$ cat src/rtl/kdc_pkg.sv
`timescale 1ns / 1ps
`default_nettype none
package kdc_pkg;

  localparam int QueueDepth = 16;
  localparam int KeyBits    = 32;
  localparam int IdxW       = $clog2(QueueDepth);
  localparam int CntW       = $clog2(QueueDepth + 1);

  typedef enum logic [2:0] {
    FUNC_APPEND = 3'd0,
    FUNC_INSERT = 3'd1,
    FUNC_SERVE  = 3'd2,
    FUNC_CANCEL = 3'd3,
    FUNC_SEARCH = 3'd4
  } func_e;

  typedef enum logic [1:0] {
    ST_OK   = 2'd0,
    ST_MISS = 2'd1,
    ST_FULL = 2'd2
  } status_e;

  typedef struct packed {
    logic [2:0]         func;
    logic [KeyBits-1:0] visitor_key;
    logic [1:0]         ride_code;
  } in_t;

  typedef struct packed {
    logic [1:0]         status;
    logic [KeyBits-1:0] out_key;
    logic [1:0]         out_ride;
    logic [CntW-1:0]    position;
    logic [CntW-1:0]    occupancy;
  } out_t;

  typedef struct packed {
    logic [KeyBits-1:0] key;
    logic [1:0]         ride;
  } entry_t;

  // broadcast from the controller to every cell
  typedef struct packed {
    logic               exec;
    logic [2:0]         func;
    logic [CntW-1:0]    cnt;
    logic [KeyBits-1:0] key;
    logic [1:0]         ride;
  } cell_ctl_t;

endpackage
`default_nettype wire

$ cat src/rtl/kdc_cell.sv
`timescale 1ns / 1ps
`default_nettype none
module kdc_cell (
  input  wire logic                     clk_i,
  input  wire logic [kdc_pkg::IdxW-1:0] idx_i,
  input  wire kdc_pkg::cell_ctl_t       ctl_i,
  input  wire kdc_pkg::entry_t          left_i,
  input  wire kdc_pkg::entry_t          right_i,
  input  wire logic                     hit_i,
  output kdc_pkg::entry_t               entry_o,
  output logic                          hit_o,
  output logic                          first_o
);

  kdc_pkg::entry_t entry_q, entry_d, new_entry;
  logic            valid, match;

  assign new_entry = '{key: ctl_i.key, ride: ctl_i.ride};
  assign valid     = {1'b0, idx_i} < ctl_i.cnt;
  assign match     = valid && (entry_q.key == ctl_i.key);
  assign hit_o     = hit_i | match;
  assign first_o   = match & ~hit_i;
  assign entry_o   = entry_q;

  always_comb begin
    entry_d = entry_q;
    if (ctl_i.exec) begin
      case (ctl_i.func)
        kdc_pkg::FUNC_APPEND: begin
          if (ctl_i.cnt == {1'b0, idx_i}) entry_d = new_entry;
        end
        kdc_pkg::FUNC_INSERT: begin
          if (ctl_i.cnt != kdc_pkg::CntW'(kdc_pkg::QueueDepth)) begin
            entry_d = (idx_i == '0) ? new_entry : left_i;
          end
        end
        kdc_pkg::FUNC_SERVE: begin
          if (ctl_i.cnt != '0) entry_d = right_i;
        end
        kdc_pkg::FUNC_CANCEL: begin
          // close the gap from the first match toward the tail
          if (hit_o) entry_d = right_i;
        end
        default: ;
      endcase
    end
  end

  always_ff @(posedge clk_i) begin
    entry_q <= entry_d;
  end

endmodule
`default_nettype wire

$ cat src/rtl/keyed_deque_with_cancel_top.sv
`timescale 1ns / 1ps
`default_nettype none
// An accepted command word is registered, then executed in S_EXEC once the output
// register is free; its result word is registered there. No new command is taken
// until the last has run its key compare and shift pass through the cell chain.
// Reset: asynchronous, active low; clears the entry count and handshake state.
// Cell contents are not reset; only slots below the count are ever read.
module keyed_deque_with_cancel_top (
  input  wire logic          clk_i,
  input  wire logic          rst_ni,
  input  wire logic          in_valid_i,
  output logic               in_ready_o,
  input  wire kdc_pkg::in_t  in_data_i,
  output logic               out_valid_o,
  input  wire logic          out_ready_i,
  output kdc_pkg::out_t      out_data_o
);

  localparam int D = kdc_pkg::QueueDepth;

  typedef enum logic {S_IDLE, S_EXEC} state_e;

  state_e                    state_q;
  kdc_pkg::in_t              cmd_q;
  logic [kdc_pkg::CntW-1:0]  cnt_q, cnt_d;
  logic                      out_valid_q;
  kdc_pkg::out_t             out_q, res;
  logic                      out_free, do_exec;

  kdc_pkg::cell_ctl_t        ctl;
  kdc_pkg::entry_t           entry [D];
  kdc_pkg::entry_t           left_a [D];
  kdc_pkg::entry_t           right_a [D];
  logic [D:0]                hit;
  logic [D-1:0]              first;
  kdc_pkg::entry_t           sel_entry;
  logic [kdc_pkg::CntW-1:0]  sel_pos;

  // Output register frees the input side: a new word is taken while a result waits.
  assign out_free    = !out_valid_q || out_ready_i;
  assign do_exec     = (state_q == S_EXEC) && out_free;
  assign in_ready_o  = (state_q == S_IDLE);
  assign out_valid_o = out_valid_q;
  assign out_data_o  = out_q;

  assign ctl = '{exec: do_exec, func: cmd_q.func, cnt: cnt_q,
                 key: cmd_q.visitor_key, ride: cmd_q.ride_code};

  // neighbor links; the ends see an empty entry
  always_comb begin
    for (int i = 0; i < D; i++) begin
      left_a[i]  = (i == 0)     ? '0 : entry[(i == 0) ? 0 : i - 1];
      right_a[i] = (i == D - 1) ? '0 : entry[(i == D - 1) ? i : i + 1];
    end
  end

  assign hit[0] = 1'b0;

  for (genvar g = 0; g < D; g++) begin : g_cell
    kdc_cell u_cell (
      .clk_i   (clk_i),
      .idx_i   (kdc_pkg::IdxW'(g)),
      .ctl_i   (ctl),
      .left_i  (left_a[g]),
      .right_i (right_a[g]),
      .hit_i   (hit[g]),
      .entry_o (entry[g]),
      .hit_o   (hit[g+1]),
      .first_o (first[g])
    );
  end

  // First match is one-hot, so an OR over the cells picks it out.
  always_comb begin
    sel_entry = '0;
    sel_pos   = '0;
    for (int i = 0; i < D; i++) begin
      if (first[i]) begin
        sel_entry = sel_entry | entry[i];
        sel_pos   = sel_pos | kdc_pkg::CntW'(i + 1);
      end
    end
  end

  always_comb begin
    cnt_d = cnt_q;
    res   = '0;
    res.status = kdc_pkg::ST_OK;
    case (cmd_q.func)
      kdc_pkg::FUNC_APPEND, kdc_pkg::FUNC_INSERT: begin
        if (cnt_q == kdc_pkg::CntW'(D)) begin
          res.status = kdc_pkg::ST_FULL;
        end else begin
          cnt_d = cnt_q + 1'b1;
        end
      end
      kdc_pkg::FUNC_SERVE: begin
        if (cnt_q == '0) begin
          res.status = kdc_pkg::ST_MISS;
        end else begin
          res.out_key  = entry[0].key;
          res.out_ride = entry[0].ride;
          cnt_d        = cnt_q - 1'b1;
        end
      end
      kdc_pkg::FUNC_CANCEL: begin
        if (!hit[D]) begin
          res.status = kdc_pkg::ST_MISS;
        end else begin
          res.out_key  = sel_entry.key;
          res.out_ride = sel_entry.ride;
          cnt_d        = cnt_q - 1'b1;
        end
      end
      kdc_pkg::FUNC_SEARCH: begin
        if (!hit[D]) begin
          res.status = kdc_pkg::ST_MISS;
        end else begin
          res.out_key  = sel_entry.key;
          res.out_ride = sel_entry.ride;
          res.position = sel_pos;
        end
      end
      default: ;
    endcase
    res.occupancy = cnt_d;
  end

  always_ff @(posedge clk_i or negedge rst_ni) begin
    if (!rst_ni) begin
      state_q     <= S_IDLE;
      cnt_q       <= '0;
      out_valid_q <= 1'b0;
    end else begin
      // a taken result word clears valid unless a new one lands this cycle
      if (out_ready_i && !do_exec) out_valid_q <= 1'b0;
      unique case (state_q)
        S_IDLE: begin
          if (in_valid_i) state_q <= S_EXEC;
        end
        S_EXEC: begin
          if (out_free) begin
            cnt_q       <= cnt_d;
            out_valid_q <= 1'b1;
            state_q     <= S_IDLE;
          end
        end
        default: state_q <= S_IDLE;
      endcase
    end
  end

  // payload registers
  always_ff @(posedge clk_i) begin
    if (in_valid_i && in_ready_o) cmd_q <= in_data_i;
    if (do_exec) out_q <= res;
  end

endmodule
`default_nettype wire
$ cat config.mk
export PLATFORM = sky130hd
export DESIGN_NAME = keyed_deque_with_cancel_top
export DESIGN_NICKNAME = d
export VERILOG_FILES = /design/src/rtl/kdc_pkg.sv /design/src/rtl/kdc_cell.sv /design/src/rtl/keyed_deque_with_cancel_top.sv
export SDC_FILE = /design/constraint.sdc
export NUM_CORES = 2
export LEC_CHECK = 0
export ABC_AREA = 0
export BUFFER_PORTS_ARGS = -buffer_cell sky130_fd_sc_hd__buf_2
export CAP_MARGIN = 20
export CORE_AREA = 5 5 288 290
export DETAILED_ROUTE_END_ITERATION = 7
export DIE_AREA = 0 0 293 295
export PLACE_DENSITY = 0.71
export SKIP_CTS_REPAIR_TIMING = 1
export SYNTH_ARGS = -nofsm -noshare
export SYNTH_HDL_FRONTEND = slang
export SYNTH_SLANG_ARGS = --single-unit
$ cat constraint.sdc
create_clock -name clk_i -period 8 [get_ports clk_i]
set_input_delay 0.4 -clock clk_i [delete_from_list [all_inputs] [get_ports clk_i]]
set_output_delay 0.4 -clock clk_i [all_outputs]
set_load 0.01 [all_outputs]
# == Yosys cells after proc, flatten, opt, wreduce, memory -nomap -nowiden ==
# Cells that the tools add are included.
# word_totals
reg_bits,634
input_bits,41
# classes
addsub,2
n_lt_le_gt_ge,16
eq_ne,71
n_mux,130
bitwise_logic,61
reduce_logical,46
# op_table
op,n
$mux 34,82
$pmux 34 s4,16
$eq 32x32->1,16
$or 34x34->34,15
$pmux 34 s3,1
$reduce_and 6->1,16
$ne 2x1->1 const B,33
$eq 5x4->1 const B,8
$lt 4x5->1 const A,8
$mux 39,1
$mux 4,8
$eq 5x3->1 const B,4
$lt 3x5->1 const A,4
$mux 5,4
$logic_and 1x1->1,19
$not 1->1,16
$and 1x1->1,15
$or 1x1->1,15
$pmux 5 s3,1
$mux 3,4
$eq 5x2->1 const B,2
$lt 1x5->1 const A,2
$lt 2x5->1 const A,2
$mux 1,8
20 further kinds,26

# == Depth between registers and ports, before layout ==
# logic_depth
ltp_word,35
mapped_depth,14
mapped_depth_nobuf,10

# == By module ==
# Synthesis repeated with hierarchy kept, for this count alone.
# unflattened
hier_cells,3629
area_unflattened_um2,40761.6
# by_module_without_submodules
mod,n_inst,cells_per_inst,area_per_inst_um2,seq_area_each_um2
kdc_cell (g_cell[14].u_cell ...),11,186,2118.3,1021.0
kdc_cell (g_cell[10].u_cell ...),4,190,2128.3,1021.0
keyed_deque_with_cancel_top,1,598,6596.3,2667.6
kdc_cell (g_cell[0].u_cell),1,225,2351.0,1021.0

# == Worst setup path after synthesis ==
# OpenSTA, ideal clock, no wires.
# synth_path
path_kind,flip-flop to flip-flop
startpoint,register cnt_q[1] in the netlist's numbering
endpoint,"register g_cell[11].u_cell.entry_q, in the netlist g_cell[11].u_cell.entry_o[0], enable pin"
arrival_time_ns,5.203
slack_ns,2.315
path_stages_with_launch,13
path_cell_list,dfrtp_1 -> clkbuf_1 -> inv_1 -> ha_1 -> o21ai_0 -> and4_4 -> nand3_1 -> o311ai_0 -> nand2b_1 -> clkbuf_1 -> clkbuf_1 -> nor3_1 -> a221oi_1
# synth_between
elab_chain_cells,15
elab_cells_between_ends,43
cone_classes,order compare (12); eq/ne (6); bitwise (11); reduce/logical (14)
# synth_lines
item,line,text
from (decl),keyed_deque_with_cancel_top.sv:25,"logic [kdc_pkg::CntW-1:0] cnt_q, cnt_d;"
from (signal assigned),keyed_deque_with_cancel_top.sv:143,cnt_q <= cnt_d;
$lt 1x5->1,kdc_cell.sv:19,"assign valid = {1'b0, idx_i} < ctl_i.cnt;"
$logic_and 1x1->1,kdc_cell.sv:20,assign match = valid && (entry_q.key == ctl_i.key);
$or 1x1->1 (11 in series),kdc_cell.sv:21,assign hit_o = hit_i | match;
$ne 2x1->1 (no line),-,
$reduce_and 6->1 (no line) (*),-,
to (signal assigned),kdc_cell.sv:50,entry_q <= entry_d;
to (decl),kdc_cell.sv:15,"kdc_pkg::entry_t entry_q, entry_d, new_entry;"
# Mark *: on every way between the ends. The rest lies on a longest branch, timed or not.
# A chain may end at the register's enable or synchronous reset.

# == Worst setup path in the final report ==
# layout_path
startpoint,register cmd_q[5] in the netlist's numbering
endpoint,"register g_cell[15].u_cell.entry_q, in the netlist g_cell[15].u_cell.entry_o[9], enable pin"
# layout_between
elab_chain_cells,19
elab_cells_between_ends,49
cone_classes,eq/ne (17); bitwise (15); reduce/logical (17)
# layout_lines
item,line,text
from (decl),keyed_deque_with_cancel_top.sv:24,kdc_pkg::in_t cmd_q;
from (signal assigned),keyed_deque_with_cancel_top.sv:155,if (in_valid_i && in_ready_o) cmd_q <= in_data_i;
$eq 32x32->1,kdc_cell.sv:20,
$logic_and 1x1->1,kdc_cell.sv:20,
$or 1x1->1 (14 in series),kdc_cell.sv:21,
$or 1x1->1 (*),kdc_cell.sv:21,
$ne 2x1->1 (no line) (*),-,
$reduce_and 6->1 (no line) (*),-,
to (signal assigned),kdc_cell.sv:50,
to (decl),kdc_cell.sv:15,
# Marks and branches as above.

==> reports/qor.yml <==
power:
  power_frac_comb_pct: 31.5
  powerDensity_mw_per_mm2: 317
  pwr-share-seq_pct: 42.6
  p_sw_w: 0.00546
  pwr-share-clk_pct: 26.0
  ir_drop_v: 0.000207
  p_int_w: 0.00789
  swShare_pct: 40.9
  power.leakage_nw: 14.0
drt:
  drtAntennaViolNets: 0
  routed_wl_um: 195000
  firstDrtPassIters: 8
  avgViaCountPerCell: 7.75
  via_count: 34570
  wl_per_cell_um: 43.7
  drtIter0Drc: 7354
  route.detailed.drc: 3
yosys:
  synth_area_leader_cell: "edfxtp_1"
  async_flop_share_pct: 1.10
  syn_area_mm2: 0.0381
  synth_seq_area_share_pct: 49.8
  synth_edf_count: 627
  synth_cell_types: 72
  synth-seq-cells: 634
  synth_top_cells_by_area: "edfxtp_1, a221o_1, xnor2_1, xor2_1, clkbuf_1"
  ys_warn_count: 0
  synthesis.nets: 3467
  syn_area_per_cell_um2: 11.1
  synth_top_area_share_pct: 49.4
  synth_ff_type: "edfxtp_1"
  syn-instance-count: 3421
final_layout:
  final_cell_area_mm2: 0.0421
  syn2layout_area_growth_pct: 10.3
  final_cells: 4463
  finish.utilization_pct: 52.6
  drive_gt1_share_pct: 9.95
  n_fill_cell: 7023
  finalNetCount: 3385
floorplanning:
  dieArea_mm2: 0.0864
  start_util_pct: 47.6
  fp.dieH_um: 295
  core_area_mm2: 0.0800
  dieWidth_um: 293
  io_pins: 89
  placementRows: 104
timing:
  hold_viol: 0
  hold_slack_ns: 0.0317
  max_freq_mhz: 161
  skew_ns: 0.0228
  drv_slew: 43
  period_minus_slack_ns: 6.20
  setup_viol: 0
  rsz0062_at_grt: "no"
  fin_crit_sh_pct: 77.5
  setup_tns_ns: 0
  worst_slew_pin_slew_ns: 1.54
  relSlewSlack_pct: -2.58
grt:
  grt_overflow: 0
  antenna_found_initial: 16
  grt_max_degree: 221
  grt_usage_pct: 43.3
  grt_pass1_vias: 30850
  grt_pass1_wl_um: 263000
job:
  maxCapViolCount: 0
placement:
  dp.cells: 4295
  dpl_cell_area_mm2: 0.0394
  port_buffers: 88
  dpl.hpwl_um: 138000
  place_congestion: 1.15
worst_hold_path:
  hold_class: "input port to register"
clock_network:
  cts_tree: "built"
  numCtsBuffers: 75
  clk_latency_ns: 0.65
  clkSinkCount: 634
  clockBufferDepth: 3
  root_buffer: "clkbuf_16"
  path_clk_slew_ns: 0.06
  htree_num_levels: 3
worst_setup_path:
  path_cells: "xnor2_1, nand4_1, a2111oi_0, nand4b_1, nand2_2, or4_4, or4_4, and3b_2, buf_4"
  slowest_delay_ns: 1.00
  cp_top_family: "simple AND/OR/NAND/NOR gates"
  crit_fanout: 28
  end_kind: "register"
  crit_arrival_ns: 6.55
  cp.required_ns: 8.35
  crit_top_cell: "or4_4"
  critPathLaunchType: "register"
  slowest_stage: "and3b_2"
  crit_buf_inv: 1
  criticalPathCategory: "register to register"
outcome:
  status: "complete, but fails checks"
  violations: "DRC, slew limit"
stage by stage:
| stage | setup WS (ns) | total power (W) |
|---|---|---|
| 2_1_floorplan | 2.32 | 0.00750 |
| 3_3_place_gp | 2.20 | 0.00962 |
| 3_5_place_dp | 2.19 | 0.00965 |
| 4_1_cts | 2.20 | 0.0131 |
| 5_1_grt | 1.99 | 0.0135 |
| 6_report | 1.80 | 0.0134 |
cell usage after synthesis (all sizes together) (36+ instances only):
library cell  instances
nand4                91
a22o                 58
nor3                 40
a211oi               48
nand2               227
inv                  83
nor2                 40
nand2b               38
a22oi                66
a21oi               103
o21ai               119
xnor2               304
nor4                 66
edfxtp              627
a21o                 36
clkbuf              273
buf                  95
a221o               405
and2                 67
nand3                97
xor2                208
final timing paths:
| kind | from | endpoint | cells after the start | slack, ns |
|---|---|---|---|---|
| hold / removal | in_data_i[6] | cmd_q[6] | 1 | 0.03 |
| hold reg to reg | out_valid_o | out_valid_o | 2 | 0.51 |
| setup reg to reg | cmd_q[5] | g_cell[15].u_cell.entry_o[9] | 9 | 1.80 |
| setup / recovery | cmd_q[5] | g_cell[15].u_cell.entry_o[9] | 9 | 1.80 |
| min in group asynchronous | rst_ni | cnt_q[0] | 2 | 0.13 |
| max in group asynchronous | rst_ni | cnt_q[3] | 2 | 7.68 |
metal layers:
| layer | global-route usage [%] | vias up | wire length, µm |
|---|---|---|---|
| met5 | 0 | - | 111 |
| met4 | 24.9 | 16 | 15900 |
| met3 | 13.6 | 792 | 28800 |
| met2 | 62.2 | 3612 | 80000 |
| met1 | 58.1 | 16874 | 70100 |
| li1 | - | 13276 | - |
state kept, by name, indices dropped and copies added, names as in the netlist:
signal                 flops
cmd_q                     37
cnt_q                      5
g_cell.u_cell.entry_o    544
out_data_o                46
out_valid_o                1
state_q                    1
logic make-up after synthesis:
logic type,count (synthesis),share of synthesized area [%]
xor+xnor,512,11.8
simple gates,807,11.5
flops,634,49.8
compound gates,1011,21.8
buf+inv,452,4.97
fa+ha+maj,5,0.164
power groups by stage:
stage / Combinational, W / Clock [W] / Sequential (W)
after global routing: 0.00421 / 0.00359 / 0.00570
after CTS: 0.00398 / 0.00345 / 0.00563
after floorplan: 0.00232 / 0 / 0.00519
final: 0.00420 / 0.00347 / 0.00569
after detailed placement: 0.00396 / 0 / 0.00568
after global placement: 0.00394 / 0 / 0.00568
cells in the final DEF (no fill, tap or decap), types with 7 or more instances in the layout:
master,count
edfxtp_1,627
a221o_1,405
xnor2_1,304
nand2_1,226
xor2_1,208
o21ai_0,118
a21oi_1,103
nand3_1,96
nand4_1,91
buf_2,91
buf_4,86
inv_1,82
clkbuf_16,76
a22oi_1,66
and2_1,63
nor4_1,63
a22o_1,58
a211oi_1,42
nor2_1,37
a21o_1,36
nor3b_1,35
nand2b_1,35
a211o_1,33
o31ai_1,32
nand3b_1,30
o32ai_1,30
nor3_1,29
a221oi_1,29
and3_1,28
dlygate4sd3_1,27
clkbuf_1,20
clkinv_1,14
nor3_2,11
clkinv_2,8
diode_2,7
a2111oi_0,7
dfrtp_1,7
area by class of cell:
type	instances	area, µm²	share of cell area (%)
clock buffer	97	1990	4.73
multi-input combinational	2335	17500	41.7
clock inverter	37	414	0.984
timing repair buffer	209	1460	3.48
inverter	84	315	0.749
antenna	7	17.5	0.0416
tap	1060	1330	3.15
sequential	634	19000	45.2
worst reg2reg max path, delay by kind of cell (launching register included):
| family | cells | cell delay, ns |
|---|---|---|
| xor gates and xnor gates | 1 | 0.88 |
| and+or+nand+nor | 6 | 3.19 |
| buffers and inverters | 1 | 0.35 |
| AOI/OAI and AO/OA | 1 | 0.67 |
| DFF | 1 | 0.82 |
(Power assumes the default switching activity.)
